**src/hw/rtl/bcg_pkg.sv**
```systemverilog
// ----------------------------------------------------------------------------
// bcg_pkg
// Shared types and constants of the button click gesture classifier.
// ----------------------------------------------------------------------------
package bcg_pkg;

  // field widths
  localparam int unsigned DebounceW    = 8;
  localparam int unsigned LongPressW   = 12;
  localparam int unsigned ClickWindowW = 10;
  localparam int unsigned CfgDataW     = 12;
  localparam int unsigned CfgIdxW      = 2;
  localparam int unsigned LongsW       = 2;
  localparam int unsigned GestureW     = 2;
  localparam int unsigned VolPctW      = 7;
  localparam int unsigned ClickCntW    = 3;

  // defaults for the top-level parameters
  localparam int unsigned NumButtonsDef  = 2;
  localparam int unsigned VolumeStepsDef = 5;

  // register reset values
  localparam logic [DebounceW-1:0]    DebounceRst    = 8'd30;
  localparam logic [LongPressW-1:0]   LongPressRst   = 12'd800;
  localparam logic [ClickWindowW-1:0] ClickWindowRst = 10'd300;

  // counter limits and volume scale
  localparam logic [ClickCntW-1:0]  ClickMax = 3'd4;
  localparam logic [LongPressW-1:0] HeldMax  = 12'd4095;
  localparam int unsigned VolLow  = 20;
  localparam int unsigned VolSpan = 80;

  // configuration register indexes
  typedef enum logic [CfgIdxW-1:0] {
    CfgDebounce    = 2'd0,
    CfgLongPress   = 2'd1,
    CfgClickWindow = 2'd2,
    CfgUnused      = 2'd3
  } cfg_idx_e;

  // gesture codes
  typedef enum logic [GestureW-1:0] {
    GestNone    = 2'd0,
    GestWake    = 2'd1,
    GestVolUp   = 2'd2,
    GestVolDown = 2'd3
  } gesture_e;

  // what one button lane reports for a tick
  typedef struct packed {
    logic click;
    logic long_press;
  } lane_res_t;

endpackage

```
**src/hw/rtl/bcg_in_if.sv**
```systemverilog
// ----------------------------------------------------------------------------
// bcg_in_if
// Tick channel: valid/ready handshake with the raw levels of both buttons.
// ----------------------------------------------------------------------------
interface bcg_in_if;
  logic valid;
  logic ready;
  logic boot_level;
  logic ext_level;

  modport source (output valid, output boot_level, output ext_level, input ready);
  modport sink   (input valid, input boot_level, input ext_level, output ready);
endinterface

```
**src/hw/rtl/bcg_out_if.sv**
```systemverilog
// ----------------------------------------------------------------------------
// bcg_out_if
// Result channel: valid/ready handshake with long presses, gesture and volume.
// ----------------------------------------------------------------------------
interface bcg_out_if;
  logic                                valid;
  logic                                ready;
  logic [bcg_pkg::LongsW-1:0]          long_presses;
  logic [bcg_pkg::GestureW-1:0]        gesture;
  logic [bcg_pkg::VolPctW-1:0]         volume_percent;

  modport source (output valid, output long_presses, output gesture,
                  output volume_percent, input ready);
  modport sink   (input valid, input long_presses, input gesture,
                  input volume_percent, output ready);
endinterface

```
**src/hw/rtl/button_click_gesture_classifier.sv**
```systemverilog
// ----------------------------------------------------------------------------
// button_click_gesture_classifier
// Debounces push buttons per tick, detects long presses and classifies click
// bursts into wake / volume up / volume down with a clamped volume level.
//
//   channel   dir  handshake         payload
//   in_chan   in   valid/ready       boot_level, ext_level (active low)
//   out_chan  out  valid/ready       long_presses, gesture, volume_percent
//   cfg       in   cfg_we_i          cfg_idx_i, cfg_data_i (no read-back)
//
// One tick per cycle unless the output stalls; its result appears in the
// output register the next cycle, as lane and merge logic are combinational.
// A tick is taken while the output register is empty or being drained. Reset
// inits all state but the output data; the first tick seeds the stable levels.
// ----------------------------------------------------------------------------
module button_click_gesture_classifier #(
  parameter int unsigned NUM_BUTTONS  = bcg_pkg::NumButtonsDef,
  parameter int unsigned VOLUME_STEPS = bcg_pkg::VolumeStepsDef
) (
  input  logic                              clk_i,
  input  logic                              rst_ni,
  bcg_in_if.sink                            in_chan,
  bcg_out_if.source                         out_chan,
  input  logic                              cfg_we_i,
  input  logic [bcg_pkg::CfgIdxW-1:0]       cfg_idx_i,
  input  logic [bcg_pkg::CfgDataW-1:0]      cfg_data_i
);

  logic [bcg_pkg::DebounceW-1:0]     debounce_q;
  logic [bcg_pkg::LongPressW-1:0]    long_press_q;
  logic [bcg_pkg::ClickWindowW-1:0]  click_window_q;

  logic                              primed_q;
  logic                              accept;
  logic                              out_valid_q;
  logic [bcg_pkg::LongsW-1:0]        longs_q;
  bcg_pkg::gesture_e                 gesture_q;
  logic [bcg_pkg::VolPctW-1:0]       vol_pct_q;

  logic [NUM_BUTTONS-1:0]            pressed;
  bcg_pkg::lane_res_t                lane_res [NUM_BUTTONS];
  logic [bcg_pkg::LongsW-1:0]        longs;
  bcg_pkg::gesture_e                 gesture;
  logic [bcg_pkg::VolPctW-1:0]       vol_pct;

  // configuration registers
  always_ff @(posedge clk_i or negedge rst_ni) begin
    if (!rst_ni) begin
      debounce_q     <= bcg_pkg::DebounceRst;
      long_press_q   <= bcg_pkg::LongPressRst;
      click_window_q <= bcg_pkg::ClickWindowRst;
    end else if (cfg_we_i) begin
      unique case (bcg_pkg::cfg_idx_e'(cfg_idx_i))
        bcg_pkg::CfgDebounce:    debounce_q     <= cfg_data_i[bcg_pkg::DebounceW-1:0];
        bcg_pkg::CfgLongPress:   long_press_q   <= cfg_data_i[bcg_pkg::LongPressW-1:0];
        bcg_pkg::CfgClickWindow: click_window_q <= cfg_data_i[bcg_pkg::ClickWindowW-1:0];
        default: ;
      endcase
    end
  end

  // input transfer whenever the output register is free or draining
  assign in_chan.ready = !out_valid_q || out_chan.ready;
  assign accept        = in_chan.valid && in_chan.ready;

  // first-tick marker
  always_ff @(posedge clk_i or negedge rst_ni) begin
    if (!rst_ni) begin
      primed_q <= 1'b0;
    end else if (accept) begin
      primed_q <= 1'b1;
    end
  end

  // button lanes; buttons beyond the two inputs read as released
  for (genvar b = 0; b < NUM_BUTTONS; b++) begin : g_lane
    if (b == 0) begin : g_boot
      assign pressed[b] = !in_chan.boot_level;
    end else if (b == 1) begin : g_ext
      assign pressed[b] = !in_chan.ext_level;
    end else begin : g_none
      assign pressed[b] = 1'b0;
    end

    bcg_lane u_lane (
      .clk_i              (clk_i),
      .rst_ni             (rst_ni),
      .accept_i           (accept),
      .primed_i           (primed_q),
      .pressed_i          (pressed[b]),
      .debounce_ticks_i   (debounce_q),
      .long_press_ticks_i (long_press_q),
      .res_o              (lane_res[b])
    );
  end

  // merge of lane results
  bcg_merge #(
    .NUM_BUTTONS  (NUM_BUTTONS),
    .VOLUME_STEPS (VOLUME_STEPS)
  ) u_merge (
    .clk_i                (clk_i),
    .rst_ni               (rst_ni),
    .accept_i             (accept),
    .lane_res_i           (lane_res),
    .click_window_ticks_i (click_window_q),
    .long_presses_o       (longs),
    .gesture_o            (gesture),
    .volume_percent_o     (vol_pct)
  );

  // output register
  always_ff @(posedge clk_i or negedge rst_ni) begin
    if (!rst_ni) begin
      out_valid_q <= 1'b0;
    end else if (accept) begin
      out_valid_q <= 1'b1;
    end else if (out_chan.ready) begin
      out_valid_q <= 1'b0;
    end
  end

  always_ff @(posedge clk_i) begin
    if (accept) begin
      longs_q   <= longs;
      gesture_q <= gesture;
      vol_pct_q <= vol_pct;
    end
  end

  assign out_chan.valid          = out_valid_q;
  assign out_chan.long_presses   = longs_q;
  assign out_chan.gesture        = gesture_q;
  assign out_chan.volume_percent = vol_pct_q;

endmodule

```
**src/hw/rtl/bcg_lane.sv**
```systemverilog
// ----------------------------------------------------------------------------
// bcg_lane
// Per-button core: debounce, arm on press, held time and long-press detect.
// ----------------------------------------------------------------------------
module bcg_lane (
  input  logic                                clk_i,
  input  logic                                rst_ni,
  input  logic                                accept_i,
  input  logic                                primed_i,
  input  logic                                pressed_i,
  input  logic [bcg_pkg::DebounceW-1:0]       debounce_ticks_i,
  input  logic [bcg_pkg::LongPressW-1:0]      long_press_ticks_i,
  output bcg_pkg::lane_res_t                  res_o
);

  localparam int unsigned ElapsedW = bcg_pkg::LongPressW + 1;

  logic                               stable_q, stable_d;
  logic                               armed_q, armed_d;
  logic [bcg_pkg::LongPressW-1:0]     held_q, held_d;
  logic [bcg_pkg::DebounceW-1:0]      tmr_q, tmr_d;

  logic                               stable;
  logic                               confirm;
  logic [ElapsedW-1:0]                elapsed;
  logic [ElapsedW-1:0]                elapsed_eff;

  // next state of one button for this tick
  always_comb begin
    stable      = primed_i ? stable_q : pressed_i;
    elapsed     = armed_q ? ({1'b0, held_q} + ElapsedW'(1)) : '0;
    held_d      = held_q;
    if (armed_q) begin
      held_d = (elapsed > {1'b0, bcg_pkg::HeldMax}) ? bcg_pkg::HeldMax
                                                     : elapsed[bcg_pkg::LongPressW-1:0];
    end
    armed_d     = armed_q;
    stable_d    = stable;
    tmr_d       = tmr_q;
    confirm     = 1'b0;
    res_o.click = 1'b0;

    // debounce: re-sample the level when the timer runs out
    if (tmr_q != '0) begin
      tmr_d   = tmr_q - bcg_pkg::DebounceW'(1);
      confirm = (tmr_q == bcg_pkg::DebounceW'(1)) && (pressed_i != stable);
    end else if (pressed_i != stable) begin
      if (debounce_ticks_i == '0) begin
        confirm = 1'b1;
      end else begin
        tmr_d = debounce_ticks_i;
      end
    end

    // confirmed edge: press arms, release of an armed button clicks
    elapsed_eff = elapsed;
    if (confirm) begin
      stable_d = pressed_i;
      if (pressed_i) begin
        held_d      = '0;
        elapsed_eff = '0;
        armed_d     = 1'b1;
      end else if (armed_q) begin
        armed_d     = 1'b0;
        res_o.click = 1'b1;
      end
    end

    // long press
    res_o.long_press = armed_d && pressed_i &&
                       (elapsed_eff > {1'b0, long_press_ticks_i});
    if (res_o.long_press) begin
      armed_d = 1'b0;
    end
  end

  // lane state
  always_ff @(posedge clk_i or negedge rst_ni) begin
    if (!rst_ni) begin
      stable_q <= 1'b0;
      armed_q  <= 1'b0;
      held_q   <= '0;
      tmr_q    <= '0;
    end else if (accept_i) begin
      stable_q <= stable_d;
      armed_q  <= armed_d;
      held_q   <= held_d;
      tmr_q    <= tmr_d;
    end
  end

endmodule

```
**src/hw/rtl/bcg_merge.sv**
```systemverilog
// ----------------------------------------------------------------------------
// bcg_merge
// Combines the lanes: shared click count, click window, gesture and volume.
// ----------------------------------------------------------------------------
module bcg_merge #(
  parameter int unsigned NUM_BUTTONS  = bcg_pkg::NumButtonsDef,
  parameter int unsigned VOLUME_STEPS = bcg_pkg::VolumeStepsDef
) (
  input  logic                                 clk_i,
  input  logic                                 rst_ni,
  input  logic                                 accept_i,
  input  bcg_pkg::lane_res_t                   lane_res_i [NUM_BUTTONS],
  input  logic [bcg_pkg::ClickWindowW-1:0]     click_window_ticks_i,
  output logic [bcg_pkg::LongsW-1:0]           long_presses_o,
  output bcg_pkg::gesture_e                    gesture_o,
  output logic [bcg_pkg::VolPctW-1:0]          volume_percent_o
);

  localparam int unsigned CntW   = $clog2(NUM_BUTTONS + 1);
  localparam int unsigned SumW   = $clog2(4 + NUM_BUTTONS + 1);
  localparam int unsigned IdxW   = (VOLUME_STEPS > 1) ? $clog2(VOLUME_STEPS) : 1;
  localparam int unsigned VolDiv = (VOLUME_STEPS > 1) ? (VOLUME_STEPS - 1) : 1;

  logic [bcg_pkg::ClickCntW-1:0]      count_q, count_d;
  logic [bcg_pkg::ClickWindowW-1:0]   win_q, win_d;
  logic [IdxW-1:0]                    vol_q, vol_d;

  logic [CntW-1:0]                    n_clicks;
  logic [CntW-1:0]                    n_longs;
  logic                               any_click;
  logic                               any_long;
  logic [SumW-1:0]                    count_sum;
  logic                               fire;
  logic [bcg_pkg::VolPctW-1:0]        vol_tab [VOLUME_STEPS];

  // volume level table
  for (genvar k = 0; k < VOLUME_STEPS; k++) begin : g_vol
    localparam int unsigned Pct = bcg_pkg::VolLow + (k * bcg_pkg::VolSpan) / VolDiv;
    assign vol_tab[k] = bcg_pkg::VolPctW'(Pct);
  end

  // count what the lanes found
  always_comb begin
    n_clicks = '0;
    n_longs  = '0;
    for (int k = 0; k < NUM_BUTTONS; k++) begin
      n_clicks = n_clicks + CntW'(lane_res_i[k].click);
      n_longs  = n_longs + CntW'(lane_res_i[k].long_press);
    end
    any_click = (n_clicks != '0);
    any_long  = (n_longs != '0);
  end

  // click count, window and dispatch
  always_comb begin
    count_sum = SumW'(count_q) + SumW'(n_clicks);
    count_d   = count_q;
    win_d     = win_q;
    vol_d     = vol_q;
    fire      = 1'b0;
    gesture_o = bcg_pkg::GestNone;

    if (any_long) begin
      count_d = '0;
      win_d   = '0;
    end else if (any_click) begin
      count_d = (count_sum > SumW'(bcg_pkg::ClickMax)) ? bcg_pkg::ClickMax
                                                        : count_sum[bcg_pkg::ClickCntW-1:0];
      win_d   = click_window_ticks_i;
      fire    = (click_window_ticks_i == '0);
    end else if (win_q != '0) begin
      win_d = win_q - bcg_pkg::ClickWindowW'(1);
      fire  = (win_q == bcg_pkg::ClickWindowW'(1));
    end

    if (fire) begin
      if (count_d == bcg_pkg::ClickCntW'(2)) begin
        gesture_o = bcg_pkg::GestVolUp;
        if (vol_q != IdxW'(VOLUME_STEPS - 1)) begin
          vol_d = vol_q + IdxW'(1);
        end
      end else if (count_d == bcg_pkg::ClickCntW'(3)) begin
        gesture_o = bcg_pkg::GestVolDown;
        if (vol_q != '0) begin
          vol_d = vol_q - IdxW'(1);
        end
      end else begin
        gesture_o = bcg_pkg::GestWake;
      end
      count_d = '0;
    end

    long_presses_o   = bcg_pkg::LongsW'(n_longs);
    volume_percent_o = vol_tab[vol_d];
  end

  // shared state
  always_ff @(posedge clk_i or negedge rst_ni) begin
    if (!rst_ni) begin
      count_q <= '0;
      win_q   <= '0;
      vol_q   <= IdxW'(1);
    end else if (accept_i) begin
      count_q <= count_d;
      win_q   <= win_d;
      vol_q   <= vol_d;
    end
  end

endmodule
```
**src/flat_wrapper.sv**
```systemverilog
// flat-port wrapper written by rule: the top's interface ports become plain ports
module button_click_gesture_classifier_flat 
#(
  parameter int unsigned NUM_BUTTONS  = bcg_pkg::NumButtonsDef,
  parameter int unsigned VOLUME_STEPS = bcg_pkg::VolumeStepsDef
)
  (clk_i, rst_ni, cfg_we_i, cfg_idx_i, cfg_data_i, in_chan_valid, in_chan_boot_level, in_chan_ext_level, in_chan_ready, out_chan_valid, out_chan_long_presses, out_chan_gesture, out_chan_volume_percent, out_chan_ready);
  bcg_in_if in_chan_i ();
  bcg_out_if out_chan_i ();
  input  logic clk_i;
  input  logic rst_ni;
  input  logic cfg_we_i;
  input  logic [bcg_pkg::CfgIdxW-1:0] cfg_idx_i;
  input  logic [bcg_pkg::CfgDataW-1:0] cfg_data_i;
  input wire logic [$bits(in_chan_i.valid)-1:0] in_chan_valid;
  input wire logic [$bits(in_chan_i.boot_level)-1:0] in_chan_boot_level;
  input wire logic [$bits(in_chan_i.ext_level)-1:0] in_chan_ext_level;
  output wire logic [$bits(in_chan_i.ready)-1:0] in_chan_ready;
  output wire logic [$bits(out_chan_i.valid)-1:0] out_chan_valid;
  output wire logic [$bits(out_chan_i.long_presses)-1:0] out_chan_long_presses;
  output wire logic [$bits(out_chan_i.gesture)-1:0] out_chan_gesture;
  output wire logic [$bits(out_chan_i.volume_percent)-1:0] out_chan_volume_percent;
  input wire logic [$bits(out_chan_i.ready)-1:0] out_chan_ready;
  assign in_chan_i.valid = in_chan_valid;
  assign in_chan_i.boot_level = in_chan_boot_level;
  assign in_chan_i.ext_level = in_chan_ext_level;
  assign in_chan_ready = in_chan_i.ready;
  assign out_chan_valid = out_chan_i.valid;
  assign out_chan_long_presses = out_chan_i.long_presses;
  assign out_chan_gesture = out_chan_i.gesture;
  assign out_chan_volume_percent = out_chan_i.volume_percent;
  assign out_chan_i.ready = out_chan_ready;
  button_click_gesture_classifier #(.NUM_BUTTONS(NUM_BUTTONS), .VOLUME_STEPS(VOLUME_STEPS)) u_core (.clk_i(clk_i), .rst_ni(rst_ni), .in_chan(in_chan_i), .out_chan(out_chan_i), .cfg_we_i(cfg_we_i), .cfg_idx_i(cfg_idx_i), .cfg_data_i(cfg_data_i));
endmodule
```
**config.mk**
```make
export PLATFORM = sky130hd
export DESIGN_NAME = button_click_gesture_classifier_flat
export DESIGN_NICKNAME = d
export VERILOG_FILES = /design/src/hw/rtl/bcg_pkg.sv /design/src/hw/rtl/bcg_in_if.sv /design/src/hw/rtl/bcg_out_if.sv /design/src/hw/rtl/button_click_gesture_classifier.sv /design/src/hw/rtl/bcg_lane.sv /design/src/hw/rtl/bcg_merge.sv /design/src/flat_wrapper.sv
export SDC_FILE = /design/constraint.sdc
export NUM_CORES = 1
export LEC_CHECK = 0
export BUFFER_PORTS_ARGS = -buffer_cell sky130_fd_sc_hd__buf_2
export CAP_MARGIN = 30
export CORE_MARGIN = 4
export CORE_UTILIZATION = 40
export CTS_CLUSTER_DIAMETER = 40
export DETAILED_ROUTE_END_ITERATION = 7
export PLACE_DENSITY = 0.55
export SYNTH_ARGS = -nofsm -noshare
export SYNTH_HDL_FRONTEND = slang
export SYNTH_SLANG_ARGS = --single-unit
```
**constraint.sdc**
```tcl
create_clock -name clk_i -period 5.6 [get_ports clk_i]
set_input_delay 0.28 -clock clk_i [delete_from_list [all_inputs] [get_ports clk_i]]
set_output_delay 0.28 -clock clk_i [all_outputs]
set_load 0.01 [all_outputs]
```
==> results of run 1 <==
## final cells by class
type,instances,area share
well taps,216,0.0367
repair buffers,41,0.0346
inverters,35,0.0178
multi-input cells,545,0.515
clock inverters,4,0.00832
clock buffers,12,0.0363
flip-flops and latches,101,0.351
## cells by family (layout without fill, tap and decap cells)
| logic type | count (synthesis) | in the layout | share of synthesized area |
|---|---|---|---|
| compound gates | 184 | 184 | 0.185 |
| xor+xnor | 24 | 24 | 0.0329 |
| fa+ha+maj | 43 | 43 | 0.0824 |
| buf+inv | 63 | 92 | 0.0393 |
| flops | 101 | 101 | 0.391 |
| mux | 39 | 39 | 0.0652 |
| other cells | 1 | 2 | 0.000566 |
| simple gates | 253 | 253 | 0.203 |
## cells in the mapped netlist, drive strengths merged (12+ instances only)
cell    number  share of area
inv         35          0.020
mux2        33          0.056
ha          42          0.079
and3        13          0.012
xnor2       19          0.026
clkbuf      18          0.010
nor3        17          0.018
a21oi       54          0.042
dfrtp       80           0.30
nand3       22          0.017
o21ai       57          0.043
nand2       60          0.034
dfstp       12          0.048
nand4       15          0.014
nor2        70          0.040
## state kept, by name, summed over array words and instances, names as in the netlist, 3 cells and up
name / flops
u_core.click_window_q: 10
u_core.debounce_q: 8
u_core.g_lane.u_lane.held_q: 24
u_core.g_lane.u_lane.tmr_q: 16
u_core.long_press_q: 12
u_core.out_chan.volume_percent: 5
u_core.u_merge.count_q: 3
u_core.u_merge.vol_q: 3
u_core.u_merge.win_q: 10
## power by group through the flow
stage / combinational, mW / clock, mW / sequential (mW)
2_1_floorplan: 0.648 / 0 / 1.09
3_3_place_gp: 0.808 / 0 / 1.13
3_5_place_dp: 0.830 / 0 / 1.14
4_1_cts: 0.836 / 0.709 / 1.13
5_1_grt: 0.957 / 0.736 / 1.16
6_report: 0.841 / 0.690 / 1.14
## final timing paths
check / end / depth (start not counted)
min: u_core.out_chan.valid / 2
max reg2reg: u_core.out_chan.volume_percent[6] / 21
max in group asynchronous: u_core.click_window_q[2] / 4
min in group asynchronous: u_core.g_lane[1].u_lane.held_q[9] / 2
max: u_core.out_chan.volume_percent[6] / 21
min reg2reg: u_core.long_press_q[7] / 1
## through the flow
step	instances	util	worst slack, ns	instance area, um^2	total power [mW]
2_1_floorplan	709	-	0.832	6620	1.73
3_3_place_gp	935	0.434	0.343	6980	1.94
3_5_place_dp	935	0.434	0.196	6980	1.97
4_1_cts	952	0.456	0.170	7310	2.67
5_1_grt	954	0.459	0.101	7370	2.85
6_report	954	0.459	0.410	7370	2.67
## metal layers
layer	wire [um]	vias to the layer above
li1	-	2603
met4	189	0
met5	0	-
met2	7640	106
met3	655	13
met1	7820	2621
## what timing repair did
item,CTS,global route
endpoints found under the setup margin,0,5
gates resized for setup,0,5
hold buffers,1,0
endpoints found under the hold margin,21,0
setup buffers,0,0
## critical path: stages (launching register included)
cell      delay, ns
dfrtp_1        0.41
inv_1          0.14
ha_1           0.24
nor2b_1        0.07
a31oi_2        0.24
nand4b_4       0.26
nand2_2        0.19
or2_2          0.32
ha_1           0.19
nor2b_1        0.13
o211ai_1       0.09
a211o_1        0.30
a31o_2         0.25
o22ai_1        0.21
o21ai_0        0.18
ha_1           0.32
and3_1         0.23
a41oi_4        0.29
o211ai_1       0.22
and4_4         0.26
o211a_4        0.24
nand2b_1       0.14
==> results.toml, run 1 <==
[critical_path]
critical_path.startpoint = "u_core.g_lane[0].u_lane.tmr_q[0]"
crit_path_end_kind = "flop"
r2r_start = "u_core.g_lane[0].u_lane.tmr_q[0]"
critical_path_required_ns = 5.70
critical_path.startpoint_type = "flop"
worst-path-max-fanout = 13
r2r_slack_ns = 0.41
worst-setup-path-type = "reg2reg"
arrival_ns = 5.29

[clock_tree]
cts-root-buf = "clkbuf_16"
cts_buffers = 9
cts_buffer_depth = 2
clock_latency_ns = 0.36
cts_max_level = 3
clk_pin_slew_ns = 0.07
cts_tree = "done"
cts.sinks = 101

[detailed_routing]
antenna_left = 0
routedWlPerCell_um = 17.1
vias_per_cell = 5.60
drc_errors = 0
drt_pass1_iterations = 5
via_count = 5343
drtIter0Drc = 387
wl_um = 16300

[yosys]
async_flop_share = 0.911
synthCells = 708
synth_edf_count = 9
ys_seq_area_frac = 0.391
synth_warnings = 0
synth_top_flop_cell = "dfrtp_1"
synth-seq-cells = 101
syn_area_um2 = 6620
synth.distinct_cells = 81
syn_area_per_cell_um2 = 9.35

[cells_and_area]
most-common-layout-cells = "80 x dfrtp_1, 70 x nor2_1, 59 x nand2_1"
final_nets = 797
drive_gt1_frac = 0.184
fill_cells = 1547
multi_input_area_um2 = 3800
area.growth.synth_to_final_pct = 11.3
final_common_cell = "dfrtp_1"
register_area_um2 = 2590
antenna_cells = 0

[sta]
max_slew_margin = 0.469
report.final.slew_viol_count = 0
tightest_slew_ns = 0.790
period_share = 0.927
finalHoldViolCount = 0
finalSetupViolCount = 0
finalCriticalPeriod_ns = 5.19
setup-tns-final_ns = 0
whs_ns = 0.158
rsz0062_at_grt = "false"
finClkSkew_ns = 0.0112
max_freq_ghz = 0.193

[power]
p_per_area_nw_per_um2 = 362
clockPowerShare = 0.259
p_seq_frac = 0.426
p_leak_nw = 3.21
switchingPower_uw = 972
intPower_mw = 1.69
pwr-share-comb = 0.315
swShare = 0.364
ir_worst_vdd_mv = 0.249

[placed_design]
port_buffers = 31
routabilityCongestion = 0.867
hpwl_um = 12000

[global_route]
grt_max_degree = 72
grt.busiest_layer = "met2"
antenna_found_initial = 0
met1_usage = 0.252
overflow = 0
use_met3 = 0.0386
grt_usage = 0.182
grt_pass1_vias = 5160
grt_use_met2 = 0.293
grt_pass1_wl_um = 26900

[floorplanning]
std_cell_rows = 46
floorplan.initialDensity = 0.412
io_pins = 34
die_x_um = 137
core_um2 = 16100
die_h_um = 137
dieArea_um2 = 18700

[hold_path]
min_from = "in_chan_valid"
hp-class = "in2reg"

[run_status]
status = "completed"

[flow_run]
maxCapViolations = 0
(Power assumes the default switching activity.)
==> run 2: changes to the inputs <==
CTS_BUF_LIST = sky130_fd_sc_hd__clkbuf_4 sky130_fd_sc_hd__clkbuf_8   (was not set)
clock period = 5.1 ns   (was 5.6 ns; I/O delays follow)
==> results.toml, run 2 (synthesized netlist as in run 1, its figures left out) <==
[critical_path]
critical_path.startpoint_type = "flop"
worst-path-max-fanout = 8
critical-path-top-delay-family = "simple AND/OR/NAND/NOR gates"
slowest_delay_ns = 0.43
crit_path_end_kind = "flop"
cp_num_buf_inv = 3
worst-setup-path-type = "reg2reg"
arrival_ns = 4.93
cpMaxStageDelayCell = "dfrtp_1"
path_cells = "or3_4 -> nor4_4 -> nand4b_4 -> nand2_2 -> buf_4 -> nor2_1 -> ha_1 -> nand4_1 -> or3_1 -> o21ai_0 -> a31o_2 -> o22ai_2 -> o21ai_1 -> ha_1 -> buf_4 -> inv_1 -> a211oi_4 -> a31oi_4 -> o211a_4 -> nand2b_1"
critical_path_required_ns = 5.24

[clock_tree]
cts_buffer_depth = 2
cts.sinks = 101
cts_max_level = 3
cts_tree = "done"
cts-root-buf = "clkbuf_8"
clk_pin_slew_ns = 0.10
cts_buffers = 9
clock_latency_ns = 0.39

[placed_design]
routabilityCongestion = 0.908
hpwl_um = 12200
port_buffers = 31
place_inst = 945

[flow_run]
maxCapViolations = 0

[floorplanning]
std_cell_rows = 46
core_um2 = 16100
floorplan.initialDensity = 0.412
die_x_um = 137
io_pins = 34
dieArea_um2 = 18700
die_h_um = 137

[sta]
max_freq_ghz = 0.209
setup-tns-final_ns = 0
finalSetupViolCount = 0
finClkSkew_ns = 0.0115
finalHoldViolCount = 0
whs_ns = 0.0963
report.final.slew_viol_count = 0
max_slew_margin = 0.441
finalCriticalPeriod_ns = 4.79
period_share = 0.940
tightest_slew_ns = 0.839

[cells_and_area]
reg.largest.list = "u_core.g_lane.u_lane.held_q (24), u_core.g_lane.u_lane.tmr_q (16), u_core.long_press_q (12)"
most-common-layout-cells = "80 x dfrtp_1, 70 x nor2_1, 57 x nand2_1"
antenna_cells = 0
final_common_cell = "dfrtp_1"
largest_register_ffs = 24
regMostFlops = "u_core.g_lane.u_lane.held_q"
area.growth.synth_to_final_pct = 10.8
final_nets = 810
drive_gt1_frac = 0.202
final_util = 0.457
stdcell_count = 967

[power]
switchingPower_mw = 1.07
pwr-share-comb = 0.349
ir_worst_vdd_mv = 0.208
p_seq_frac = 0.461
p_leak_nw = 3.20
clockPowerShare = 0.190
intPower_mw = 1.63
p_per_area_nw_per_um2 = 367
swShare = 0.397

[global_route]
antenna_found_initial = 0
grt_pass1_vias = 5195
overflow = 0
grt_max_degree = 66
grt_pass1_wl_um = 27000
grt_usage = 0.183

[hold_path]
hp-class = "in2reg"

[detailed_routing]
via_count = 5434
antenna_left = 0
drtIter0Drc = 423
drc_errors = 0
drt_pass1_iterations = 5
wl_um = 16400
routedWlPerCell_um = 17.0
vias_per_cell = 5.62

[run_status]
status = "completed"
[run 2: layout make-up]
cell class / count / area, um^2
flip-flops and latches: 101 / 2590
clock inverters: 7 / 67.6
clock buffers: 9 / 124
repair buffers: 54 / 333
inverters: 35 / 131
well taps: 216 / 270
multi-input cells: 545 / 3820
fillers: 1537 / 8720
[run 2: metal layers]
metal,share of wire,global-route usage,vias up
li1,-,-,2629
met3,0.046,0.0393,15
met2,0.46,0.289,133
met5,0,0,-
met1,0.48,0.259,2657
met4,0.011,0.0414,0
[run 2: power by group through the flow]
stage | clock network (mW) | logic [mW] | registers, mW
2_1_floorplan | 0 | 0.712 | 1.19
3_3_place_gp | 0 | 0.903 | 1.24
3_5_place_dp | 0 | 0.920 | 1.25
4_1_cts | 0.534 | 0.927 | 1.24
5_1_grt | 0.565 | 1.07 | 1.27
6_report | 0.511 | 0.941 | 1.24
[run 2: through the flow]
stage | total power, mW | worst slack (ns) | instance area, um^2
after CTS | 2.70 | 0.0176 | 7250
after detailed placement | 2.17 | 0.0441 | 7050
after global routing | 2.91 | -0.00692 | 7340
final | 2.70 | 0.307 | 7340
after global placement | 2.15 | 0.198 | 7050
after floorplan | 1.90 | 0.332 | 6620
[run 2: worst paths after layout]
path	from	endpoint	slack [ns]	depth (start not counted)
max in group asynchronous	rst_ni	u_core.g_lane[1].u_lane.held_q[8]	3.60	3
hold reg to reg	u_core.g_lane[0].u_lane.tmr_q[5]	u_core.g_lane[0].u_lane.tmr_q[5]	0.52	1
setup / recovery	u_core.g_lane[0].u_lane.tmr_q[4]	u_core.out_chan.volume_percent[6]	0.31	20
hold / removal	in_chan_valid	u_core.out_chan.valid	0.1	2
setup reg to reg	u_core.g_lane[0].u_lane.tmr_q[4]	u_core.out_chan.volume_percent[6]	0.31	20
min in group asynchronous	rst_ni	u_core.g_lane[1].u_lane.held_q[11]	0.32	2
[run 2: what timing repair did]
item                                    4_1_cts  5_1_grt
endpoints found under the setup margin        0        9
setup buffers                                 0        4
hold buffers                                  1        0
hold endpoints to repair                     27        0
resized for setup                             0       10
